<file path="src/design/clrt_pkg.sv">
// ----------------------------------------------------------------------------
// CPU load ratio tracker package
// Widths, constants, state encoding and status structs shared by the block.
// ----------------------------------------------------------------------------
package clrt_pkg;

   localparam int CNT_W        = 64;                // running tick counters
   localparam int TPI_W        = 32;                // ticks per interval register
   localparam int LIMIT_W      = TPI_W + 4;         // ten times ticks per interval
   localparam int LOAD_W       = 20;                // load field
   localparam int DIGIT_W      = 8;                 // serial digit of the delta unit
   localparam int NUM_DIGITS   = CNT_W / DIGIT_W;
   localparam int DIGIT_CNT_W  = $clog2(NUM_DIGITS);
   localparam int QCNT_W       = $clog2(LOAD_W);
   localparam int REQ_DATA_W   = 2 * CNT_W;
   localparam int RSP_DATA_W   = ((LOAD_W + 7) / 8) * 8;
   localparam int RSP_USER_W   = 2;
   localparam int JUMP_FACTOR  = 10;
   localparam int FRACTION_BITS_DEFAULT = 16;

   localparam logic [TPI_W-1:0]  TPI_RESET = TPI_W'(100);
   localparam logic [LOAD_W-1:0] LOAD_MAX  = {LOAD_W{1'b1}};

   // response tuser bit positions
   localparam int USER_REJECTED = 0;
   localparam int USER_UPDATED  = 1;

   typedef enum logic [2:0] {
      ST_IDLE,
      ST_DELTA,
      ST_CHECK,
      ST_DIVIDE,
      ST_REPLY
   } clrt_state_type;

   typedef struct packed {
      logic done;        // last digit step in this cycle
      logic total_neg;   // total counter went backwards
      logic busy_neg;    // busy counter went backwards
      logic too_big;     // total delta above the jump limit
   } clrt_delta_stat_type;

   typedef struct packed {
      logic done;        // last quotient step in this cycle
      logic saturated;   // ratio does not fit the load field
   } clrt_div_stat_type;

   function automatic logic [LIMIT_W-1:0] jump_limit(input logic [TPI_W-1:0] tpi);
      jump_limit = LIMIT_W'(tpi) * LIMIT_W'(JUMP_FACTOR);
   endfunction

endpackage

</file>
<file path="src/design/clrt_delta.sv">
// ----------------------------------------------------------------------------
// Digit-serial delta unit
// Subtracts the previous sample from the new one a digit per cycle, LSB first,
// and compares the total delta with the jump limit on the same digits.
// ----------------------------------------------------------------------------
module clrt_delta
   import clrt_pkg::*;
(
   input  logic                      clock,
   input  logic                      reset,
   input  logic                      start,
   input  logic [CNT_W-1:0]          total,
   input  logic [CNT_W-1:0]          busy,
   input  logic [CNT_W-1:0]          prev_total,
   input  logic [CNT_W-1:0]          prev_busy,
   input  logic [LIMIT_W-1:0]        limit,
   output logic [CNT_W-1:0]          total_delta,
   output logic [CNT_W-1:0]          busy_delta,
   output clrt_delta_stat_type       stat
);

   logic [CNT_W-1:0]       t_ff, t_in, pt_ff, pt_in;
   logic [CNT_W-1:0]       b_ff, b_in, pb_ff, pb_in;
   logic [CNT_W-1:0]       lim_ff, lim_in;
   logic                   bt_ff, bt_in, bb_ff, bb_in, bc_ff, bc_in;
   logic [DIGIT_CNT_W-1:0] cnt_ff, cnt_in;
   logic                   run_ff, run_in;
   logic [DIGIT_W:0]       dt, db, dc;
   logic                   last_step;

   assign dt = {1'b0, t_ff[DIGIT_W-1:0]} - {1'b0, pt_ff[DIGIT_W-1:0]}
               - (DIGIT_W+1)'(bt_ff);
   assign db = {1'b0, b_ff[DIGIT_W-1:0]} - {1'b0, pb_ff[DIGIT_W-1:0]}
               - (DIGIT_W+1)'(bb_ff);
   // limit minus delta: a final borrow means the delta is above the limit
   assign dc = {1'b0, lim_ff[DIGIT_W-1:0]} - {1'b0, dt[DIGIT_W-1:0]}
               - (DIGIT_W+1)'(bc_ff);

   assign last_step = run_ff && (cnt_ff == DIGIT_CNT_W'(NUM_DIGITS - 1));

   always_comb begin
      t_in   = t_ff;
      pt_in  = pt_ff;
      b_in   = b_ff;
      pb_in  = pb_ff;
      lim_in = lim_ff;
      bt_in  = bt_ff;
      bb_in  = bb_ff;
      bc_in  = bc_ff;
      cnt_in = cnt_ff;
      run_in = run_ff;
      if (start) begin
         t_in   = total;
         pt_in  = prev_total;
         b_in   = busy;
         pb_in  = prev_busy;
         lim_in = CNT_W'(limit);
         bt_in  = 1'b0;
         bb_in  = 1'b0;
         bc_in  = 1'b0;
         cnt_in = '0;
         run_in = 1'b1;
      end else if (run_ff) begin
         // shift the difference digits in from the top
         t_in   = {dt[DIGIT_W-1:0], t_ff[CNT_W-1:DIGIT_W]};
         b_in   = {db[DIGIT_W-1:0], b_ff[CNT_W-1:DIGIT_W]};
         pt_in  = {{DIGIT_W{1'b0}}, pt_ff[CNT_W-1:DIGIT_W]};
         pb_in  = {{DIGIT_W{1'b0}}, pb_ff[CNT_W-1:DIGIT_W]};
         lim_in = {{DIGIT_W{1'b0}}, lim_ff[CNT_W-1:DIGIT_W]};
         bt_in  = dt[DIGIT_W];
         bb_in  = db[DIGIT_W];
         bc_in  = dc[DIGIT_W];
         cnt_in = cnt_ff + 1'b1;
         if (last_step) begin
            run_in = 1'b0;
         end
      end
   end

   always_ff @(posedge clock) begin
      if (reset) begin
         run_ff <= 1'b0;
         cnt_ff <= '0;
      end else begin
         run_ff <= run_in;
         cnt_ff <= cnt_in;
      end
   end

   always_ff @(posedge clock) begin
      t_ff   <= t_in;
      pt_ff  <= pt_in;
      b_ff   <= b_in;
      pb_ff  <= pb_in;
      lim_ff <= lim_in;
      bt_ff  <= bt_in;
      bb_ff  <= bb_in;
      bc_ff  <= bc_in;
   end

   assign total_delta    = t_ff;
   assign busy_delta     = b_ff;
   assign stat.done      = last_step;
   assign stat.total_neg = bt_ff;
   assign stat.busy_neg  = bb_ff;
   assign stat.too_big   = bc_ff;

endmodule

</file>
<file path="src/design/clrt_divider.sv">
// ----------------------------------------------------------------------------
// Load ratio divider
// Restoring divider giving one quotient bit per cycle for
// (dividend << FRACTION_BITS) / divisor, saturated at the load maximum.
// ----------------------------------------------------------------------------
module clrt_divider
   import clrt_pkg::*;
#(
   parameter int FRACTION_BITS = FRACTION_BITS_DEFAULT
)
(
   input  logic                 clock,
   input  logic                 reset,
   input  logic                 start,
   input  logic [CNT_W-1:0]     dividend,
   input  logic [LIMIT_W-1:0]   divisor,
   output logic [LOAD_W-1:0]    quotient,
   output clrt_div_stat_type    stat
);

   localparam int N_W   = CNT_W + FRACTION_BITS;
   localparam int HI_W  = N_W - LOAD_W;
   localparam int REM_W = LIMIT_W + 1;

   logic [N_W-1:0]     num;
   logic [HI_W-1:0]    num_hi;
   logic [REM_W-1:0]   trial;
   logic [REM_W:0]     trial_diff;
   logic               fits;
   logic               last_step;

   logic [LIMIT_W-1:0] rem_ff, rem_in;
   logic [LOAD_W-1:0]  lo_ff, lo_in;
   logic [LOAD_W-1:0]  q_ff, q_in;
   logic               sat_ff, sat_in;
   logic [QCNT_W-1:0]  cnt_ff, cnt_in;
   logic               run_ff, run_in;

   assign num    = {dividend, {FRACTION_BITS{1'b0}}};
   assign num_hi = num[N_W-1:LOAD_W];

   assign trial      = {rem_ff, lo_ff[LOAD_W-1]};
   assign trial_diff = {1'b0, trial} - {2'b00, divisor};
   assign fits       = !trial_diff[REM_W];
   assign last_step  = run_ff && (cnt_ff == QCNT_W'(LOAD_W - 1));

   always_comb begin
      rem_in = rem_ff;
      lo_in  = lo_ff;
      q_in   = q_ff;
      sat_in = sat_ff;
      cnt_in = cnt_ff;
      run_in = run_ff;
      if (start) begin
         // quotient reaches 2^LOAD_W exactly when the high part is not below the divisor
         sat_in = (num_hi >= HI_W'(divisor));
         rem_in = num_hi[LIMIT_W-1:0];
         lo_in  = num[LOAD_W-1:0];
         q_in   = '0;
         cnt_in = '0;
         run_in = 1'b1;
      end else if (run_ff) begin
         rem_in = fits ? trial_diff[LIMIT_W-1:0] : trial[LIMIT_W-1:0];
         lo_in  = {lo_ff[LOAD_W-2:0], 1'b0};
         q_in   = {q_ff[LOAD_W-2:0], fits};
         cnt_in = cnt_ff + 1'b1;
         if (last_step) begin
            run_in = 1'b0;
         end
      end
   end

   always_ff @(posedge clock) begin
      if (reset) begin
         run_ff <= 1'b0;
         cnt_ff <= '0;
      end else begin
         run_ff <= run_in;
         cnt_ff <= cnt_in;
      end
   end

   always_ff @(posedge clock) begin
      rem_ff <= rem_in;
      lo_ff  <= lo_in;
      q_ff   <= q_in;
      sat_ff <= sat_in;
   end

   assign quotient       = sat_ff ? LOAD_MAX : q_ff;
   assign stat.done      = last_step;
   assign stat.saturated = sat_ff;

endmodule

</file>
<file path="src/design/cpu_load_ratio_tracker_top.sv">
// Sequence: an accepted request goes through the 8-bit digit-serial delta unit,
// the check state and, unless the sample is rejected or the total delta is zero,
// the one-bit-per-cycle divider; the reply state then registers the response
// once the output is free. No new request is taken until then.
// Reset (synchronous, active high): previous sample and load clear to zero,
// the interval setting returns to 100, no response pending.
// ----------------------------------------------------------------------------
// CPU load ratio tracker
// Tracks busy/total tick counters and reports the load ratio in fixed point.
// ----------------------------------------------------------------------------
module cpu_load_ratio_tracker_top
   import clrt_pkg::*;
#(
   parameter int FRACTION_BITS = FRACTION_BITS_DEFAULT
)
(
   input  logic                   clock,
   input  logic                   reset,
   // request channel
   input  logic                   req_tvalid,
   output logic                   req_tready,
   input  logic [REQ_DATA_W-1:0]  req_tdata,   // [63:0] total_ticks, [127:64] busy_ticks
   // response channel
   output logic                   rsp_tvalid,
   input  logic                   rsp_tready,
   output logic [RSP_DATA_W-1:0]  rsp_tdata,   // [19:0] load, [23:20] zero
   output logic [RSP_USER_W-1:0]  rsp_tuser,   // [0] sample_rejected, [1] load_updated
   // configuration
   input  logic                   csr_wr_en,
   input  logic [TPI_W-1:0]       csr_wr_data
);

   clrt_state_type      state_ff, state_in;
   logic [TPI_W-1:0]    tpi_ff, tpi_in;
   logic [CNT_W-1:0]    prev_total_ff, prev_total_in;
   logic [CNT_W-1:0]    prev_busy_ff, prev_busy_in;
   logic [LOAD_W-1:0]   last_load_ff, last_load_in;
   logic                rej_ff, rej_in;
   logic                upd_ff, upd_in;
   logic                rsp_valid_ff, rsp_valid_in;
   logic [LOAD_W-1:0]   rsp_load_ff, rsp_load_in;
   logic                rsp_rej_ff, rsp_rej_in;
   logic                rsp_upd_ff, rsp_upd_in;

   logic [CNT_W-1:0]    req_total, req_busy;
   logic [CNT_W-1:0]    total_delta, busy_delta;
   logic [LOAD_W-1:0]   quotient;
   clrt_delta_stat_type dstat;
   clrt_div_stat_type   qstat;
   logic                accept;
   logic                out_free;
   logic                reject;
   logic                zero_delta;
   logic                div_start;
   logic [LOAD_W-1:0]   new_load;

   assign req_total = req_tdata[CNT_W-1:0];
   assign req_busy  = req_tdata[2*CNT_W-1:CNT_W];

   assign req_tready = (state_ff == ST_IDLE);
   assign accept     = req_tvalid && req_tready;
   assign out_free   = !rsp_valid_ff || rsp_tready;

   clrt_delta u_delta (
      .clock       (clock),
      .reset       (reset),
      .start       (accept),
      .total       (req_total),
      .busy        (req_busy),
      .prev_total  (prev_total_ff),
      .prev_busy   (prev_busy_ff),
      .limit       (jump_limit(tpi_ff)),
      .total_delta (total_delta),
      .busy_delta  (busy_delta),
      .stat        (dstat)
   );

   // divisor does not exceed the jump limit whenever the divider runs
   clrt_divider #(
      .FRACTION_BITS (FRACTION_BITS)
   ) u_divider (
      .clock    (clock),
      .reset    (reset),
      .start    (div_start),
      .dividend (busy_delta),
      .divisor  (total_delta[LIMIT_W-1:0]),
      .quotient (quotient),
      .stat     (qstat)
   );

   assign reject     = dstat.total_neg || dstat.busy_neg || dstat.too_big;
   assign zero_delta = (total_delta == '0);
   assign div_start  = (state_ff == ST_CHECK) && !reject && !zero_delta;
   assign new_load   = upd_ff ? quotient : last_load_ff;

   // next state
   always_comb begin
      state_in = state_ff;
      unique case (state_ff)
         ST_IDLE:   if (accept)     state_in = ST_DELTA;
         ST_DELTA:  if (dstat.done) state_in = ST_CHECK;
         ST_CHECK:  state_in = div_start ? ST_DIVIDE : ST_REPLY;
         ST_DIVIDE: if (qstat.done) state_in = ST_REPLY;
         ST_REPLY:  if (out_free)   state_in = ST_IDLE;
         default:   state_in = ST_IDLE;
      endcase
   end

   // datapath and response register
   always_comb begin
      tpi_in        = csr_wr_en ? csr_wr_data : tpi_ff;
      prev_total_in = prev_total_ff;
      prev_busy_in  = prev_busy_ff;
      last_load_in  = last_load_ff;
      rej_in        = rej_ff;
      upd_in        = upd_ff;
      rsp_valid_in  = rsp_valid_ff && !rsp_tready;
      rsp_load_in   = rsp_load_ff;
      rsp_rej_in    = rsp_rej_ff;
      rsp_upd_in    = rsp_upd_ff;
      unique case (state_ff)
         ST_IDLE: begin
            // the new sample always replaces the previous one
            if (accept) begin
               prev_total_in = req_total;
               prev_busy_in  = req_busy;
            end
         end
         ST_CHECK: begin
            rej_in = reject;
            upd_in = !reject && !zero_delta;
         end
         ST_REPLY: begin
            if (out_free) begin
               rsp_valid_in = 1'b1;
               rsp_load_in  = new_load;
               rsp_rej_in   = rej_ff;
               rsp_upd_in   = upd_ff;
               last_load_in = new_load;
            end
         end
         default: begin
         end
      endcase
   end

   always_ff @(posedge clock) begin
      if (reset) begin
         state_ff      <= ST_IDLE;
         tpi_ff        <= TPI_RESET;
         prev_total_ff <= '0;
         prev_busy_ff  <= '0;
         last_load_ff  <= '0;
         rsp_valid_ff  <= 1'b0;
      end else begin
         state_ff      <= state_in;
         tpi_ff        <= tpi_in;
         prev_total_ff <= prev_total_in;
         prev_busy_ff  <= prev_busy_in;
         last_load_ff  <= last_load_in;
         rsp_valid_ff  <= rsp_valid_in;
      end
   end

   always_ff @(posedge clock) begin
      rej_ff      <= rej_in;
      upd_ff      <= upd_in;
      rsp_load_ff <= rsp_load_in;
      rsp_rej_ff  <= rsp_rej_in;
      rsp_upd_ff  <= rsp_upd_in;
   end

   assign rsp_tvalid = rsp_valid_ff;
   assign rsp_tdata  = RSP_DATA_W'(rsp_load_ff);
   always_comb begin
      rsp_tuser                = '0;
      rsp_tuser[USER_REJECTED] = rsp_rej_ff;
      rsp_tuser[USER_UPDATED]  = rsp_upd_ff;
   end

endmodule

</file>
<file path="config.mk">
export PLATFORM = sky130hd
export DESIGN_NAME = cpu_load_ratio_tracker_top
export DESIGN_NICKNAME = d
export VERILOG_FILES = /design/src/design/clrt_pkg.sv /design/src/design/clrt_delta.sv /design/src/design/clrt_divider.sv /design/src/design/cpu_load_ratio_tracker_top.sv
export SDC_FILE = /design/constraint.sdc
export NUM_CORES = 1
export LEC_CHECK = 0
export ABC_AREA = 1
export BUFFER_PORTS_ARGS = -buffer_cell sky130_fd_sc_hd__buf_2
export CORE_MARGIN = 3
export CORE_UTILIZATION = 65
export DETAILED_ROUTE_END_ITERATION = 8
export GPL_ROUTABILITY_DRIVEN = 0
export PLACE_DENSITY = 0.85
export SLEW_MARGIN = 5
export SYNTH_ARGS = -nofsm -noshare
export SYNTH_HDL_FRONTEND = slang
export SYNTH_HIERARCHICAL = 1
export SYNTH_SLANG_ARGS = --single-unit
</file>
<file path="constraint.sdc">
create_clock -name clock -period 19.1 [get_ports clock]
set_input_delay 3.82 -clock clock [delete_from_list [all_inputs] [get_ports clock]]
set_output_delay 3.82 -clock clock [all_outputs]
set_load 0.05 [all_outputs]
</file>
==> results.md <==
* Status: finished clean
* Total Routed Length at 79.1 mm
* Commonest cells after routing, fill and taps aside: nand2_1, nor2_1, inv_1
* DRC at 0
* Internal at 3.64 mW
* Fmax at 175 MHz
* Post-Place Cells at 4583
* DR WL/cell at 16.9 µm
* Core footprint at 46900 µm²
* Crit path capture type: flip-flop
* Final setup fails at 0
* Worst-margin pin slew at 1.22 ns
* First-pass GRT wire length at 125 mm
* Register share of total power at 37.2%
* Layout cell share with drive strength beyond 1 at 8.49%
* Clk_lat worst skew at 0.64 ns
* Initial DRC Count at 3078
* Net Switching at 2.69 mW
* Row cnt at 79
* Tcrit/Tclk final at 30.0%
* Ports at 193
* Commonest non-fill, non-tap cell in the layout: nand2_1
* Leakage at 16.4 nW
* Clock power frac at 18.9%
* Pre-antenna DRT Iters at 8
* CTS Buffer Depth at 3
* Die Y-Extent at 224 µm
* Syn-to-layout area delta at 9.46%
* Antenna Nets Post-Route at 0
* Vias at 26300
* Clock Sinks at 574
* Switching share of power at 42.5%
* Crit path buf inv count at 4
* Initial antenna violation count at 0
* Crit-path slowest cell: buf_4
* Slew Limit Headroom at 18.7%
* Synth Warn # at 6
* Layout Nets at 4383
* GRT Residual Overflow at 0
* Die Wd at 224 µm
* Num CTS Buffers at 58
* Fillers at 3573
* Final TNS setup at 0 ns
* Endpoints failing hold at 0
* Cells after synthesis at 3933
* Routed vias/inst at 5.60
* Worst path max stage delay at 0.87 ns
* Worst hold-check path type: reg2reg
* Port bufs at 188
* Max VDD drop at 0.000149 V
* Post-CTS Hold Fix Bufs at 0
* WP data arrival at 5.97 ns
* Initial Util at 66.2%
* RSZ-0062 raised after global routing: no
* Layout Cells excl Fill at 4692
* Post-CTS sizing at 0
* Cell family with most CP delay: buffers and inverters
* Post-synthesis cell area at 31000 µm²
* Clock transition time at the flip-flop clock pins of the worst setup and hold paths at 0.06 ns
* Tmin final at 5.72 ns
* Max Slew Vio Count at 0
* Largest net degree at the start of global routing at 271
* Combinational share of power at 43.9%
* Crit-path cells: buf_2 -> inv_1 -> nor2_4 -> nor2_1 -> inv_8 -> buf_4
* Power, Total at 6.33 mW
* Post-CTS Setup Bufs at 0
* Crit Path Category: in2reg
* CTS root buf: clkbuf_16
* Min Hold Slack at 0.445 ns
* Clock skew at 0.0412 ns
* H-tree levels at 2
* CTS tree: done
* Maxcap violations at 0
* Avg Cell Area, Syn at 7.89 µm²
* DP HPWL at 53.9 mm
* Crit path max fanout at 142
* Final core utilization at 72.5%
* CP required at 19.35 ns
* Die Footprint at 50400 µm²
* Vias in the first global route at 24300
* Startpoint types: input pin
* Power Density at 186 nW/µm²
* Ant diodes at 0
* Total GRT Usage at 30.7%
-- worst register-to-register path, stage by stage, from the launching register on --
cell,delay [ns]
edfxtp_1,0.54
nor2_1,0.16
nand2_1,0.06
nor2_1,0.10
nand2_1,0.12
nor2_1,0.27
nand2_1,0.12
nand2_1,0.15
inv_1,0.05
buf_4,0.29
inv_2,0.72
nand2_2,0.67
buf_4,0.49
o22ai_1,0.25
-- metal layers --
layer  part of all wire [%]  track usage [%]  vias up
met4                    4.1             12.7        0
met3                    9.4             5.04      190
met5                      0                0        -
li1                       -                -    12800
met1                     40             41.8    12000
met2                     46             49.6     1242
-- worst paths after layout --
check | startpoint | endpoint | slack, ns | depth (start not counted)
max | req_tvalid | u_delta/pt_ff[38]$_DFFE_PP_ | 13.38 | 6
max reg2reg | u_delta/total_delta[31]$_DFFE_PP_ | u_divider/q_ff[7]$_SDFFE_PP0P_ | 14.99 | 13
min reg2reg | rej_ff$_DFFE_PP_ | rsp_rej_ff$_DFFE_PP_ | 0.44 | 0
min | rej_ff$_DFFE_PP_ | rsp_rej_ff$_DFFE_PP_ | 0.44 | 0
-- metrics by stage --
stage / setup slack [ns] / cell area, µm²
2_1_floorplan: 8.25 / 31000
3_3_place_gp: 12.77 / 31900
3_5_place_dp: 12.74 / 31900
4_1_cts: 13.42 / 34000
5_1_grt: 13.16 / 34000
6_report: 13.38 / 34000
-- power by group through the flow --
stage | clock network [mW] | registers [mW] | logic, mW
after floorplan | 0 | 2.32 | 2.06
after detailed placement | 0 | 2.36 | 2.68
final | 1.19 | 2.36 | 2.78
after global routing | 1.26 | 2.40 | 3.14
after CTS | 1.20 | 2.35 | 2.72
after global placement | 0 | 2.35 | 2.58
-- sequential cells by signal, indices dropped and copies added, names as in the netlist, 3 cells and up --
name / cells
u_delta/total_delta: 64
u_delta/busy_delta: 64
tpi_ff: 32
u_delta/pt_ff: 64
u_divider/cnt_ff: 5
prev_total_ff: 64
u_divider/q_ff: 20
last_load_ff: 20
u_delta/cnt_ff: 3
state_ff: 3
prev_busy_ff: 64
u_divider/rem_ff: 36
rsp_load_ff: 20
u_delta/lim_ff: 36
u_delta/pb_ff: 64
u_divider/lo_ff: 4
-- area by class of cell --
class	instances	area [µm²]	area share, %
Clock inverter	38	448	1.32
Clock buffer	71	1570	4.63
Multi-Input combinational cell	2822	13600	40.1
Sequential cell	574	15100	44.4
Timing Repair Buffer	199	1040	3.05
Inverter	381	1450	4.27
Tap cell	607	759	2.24
No activity file was read; power rests on OpenSTA's default activity.
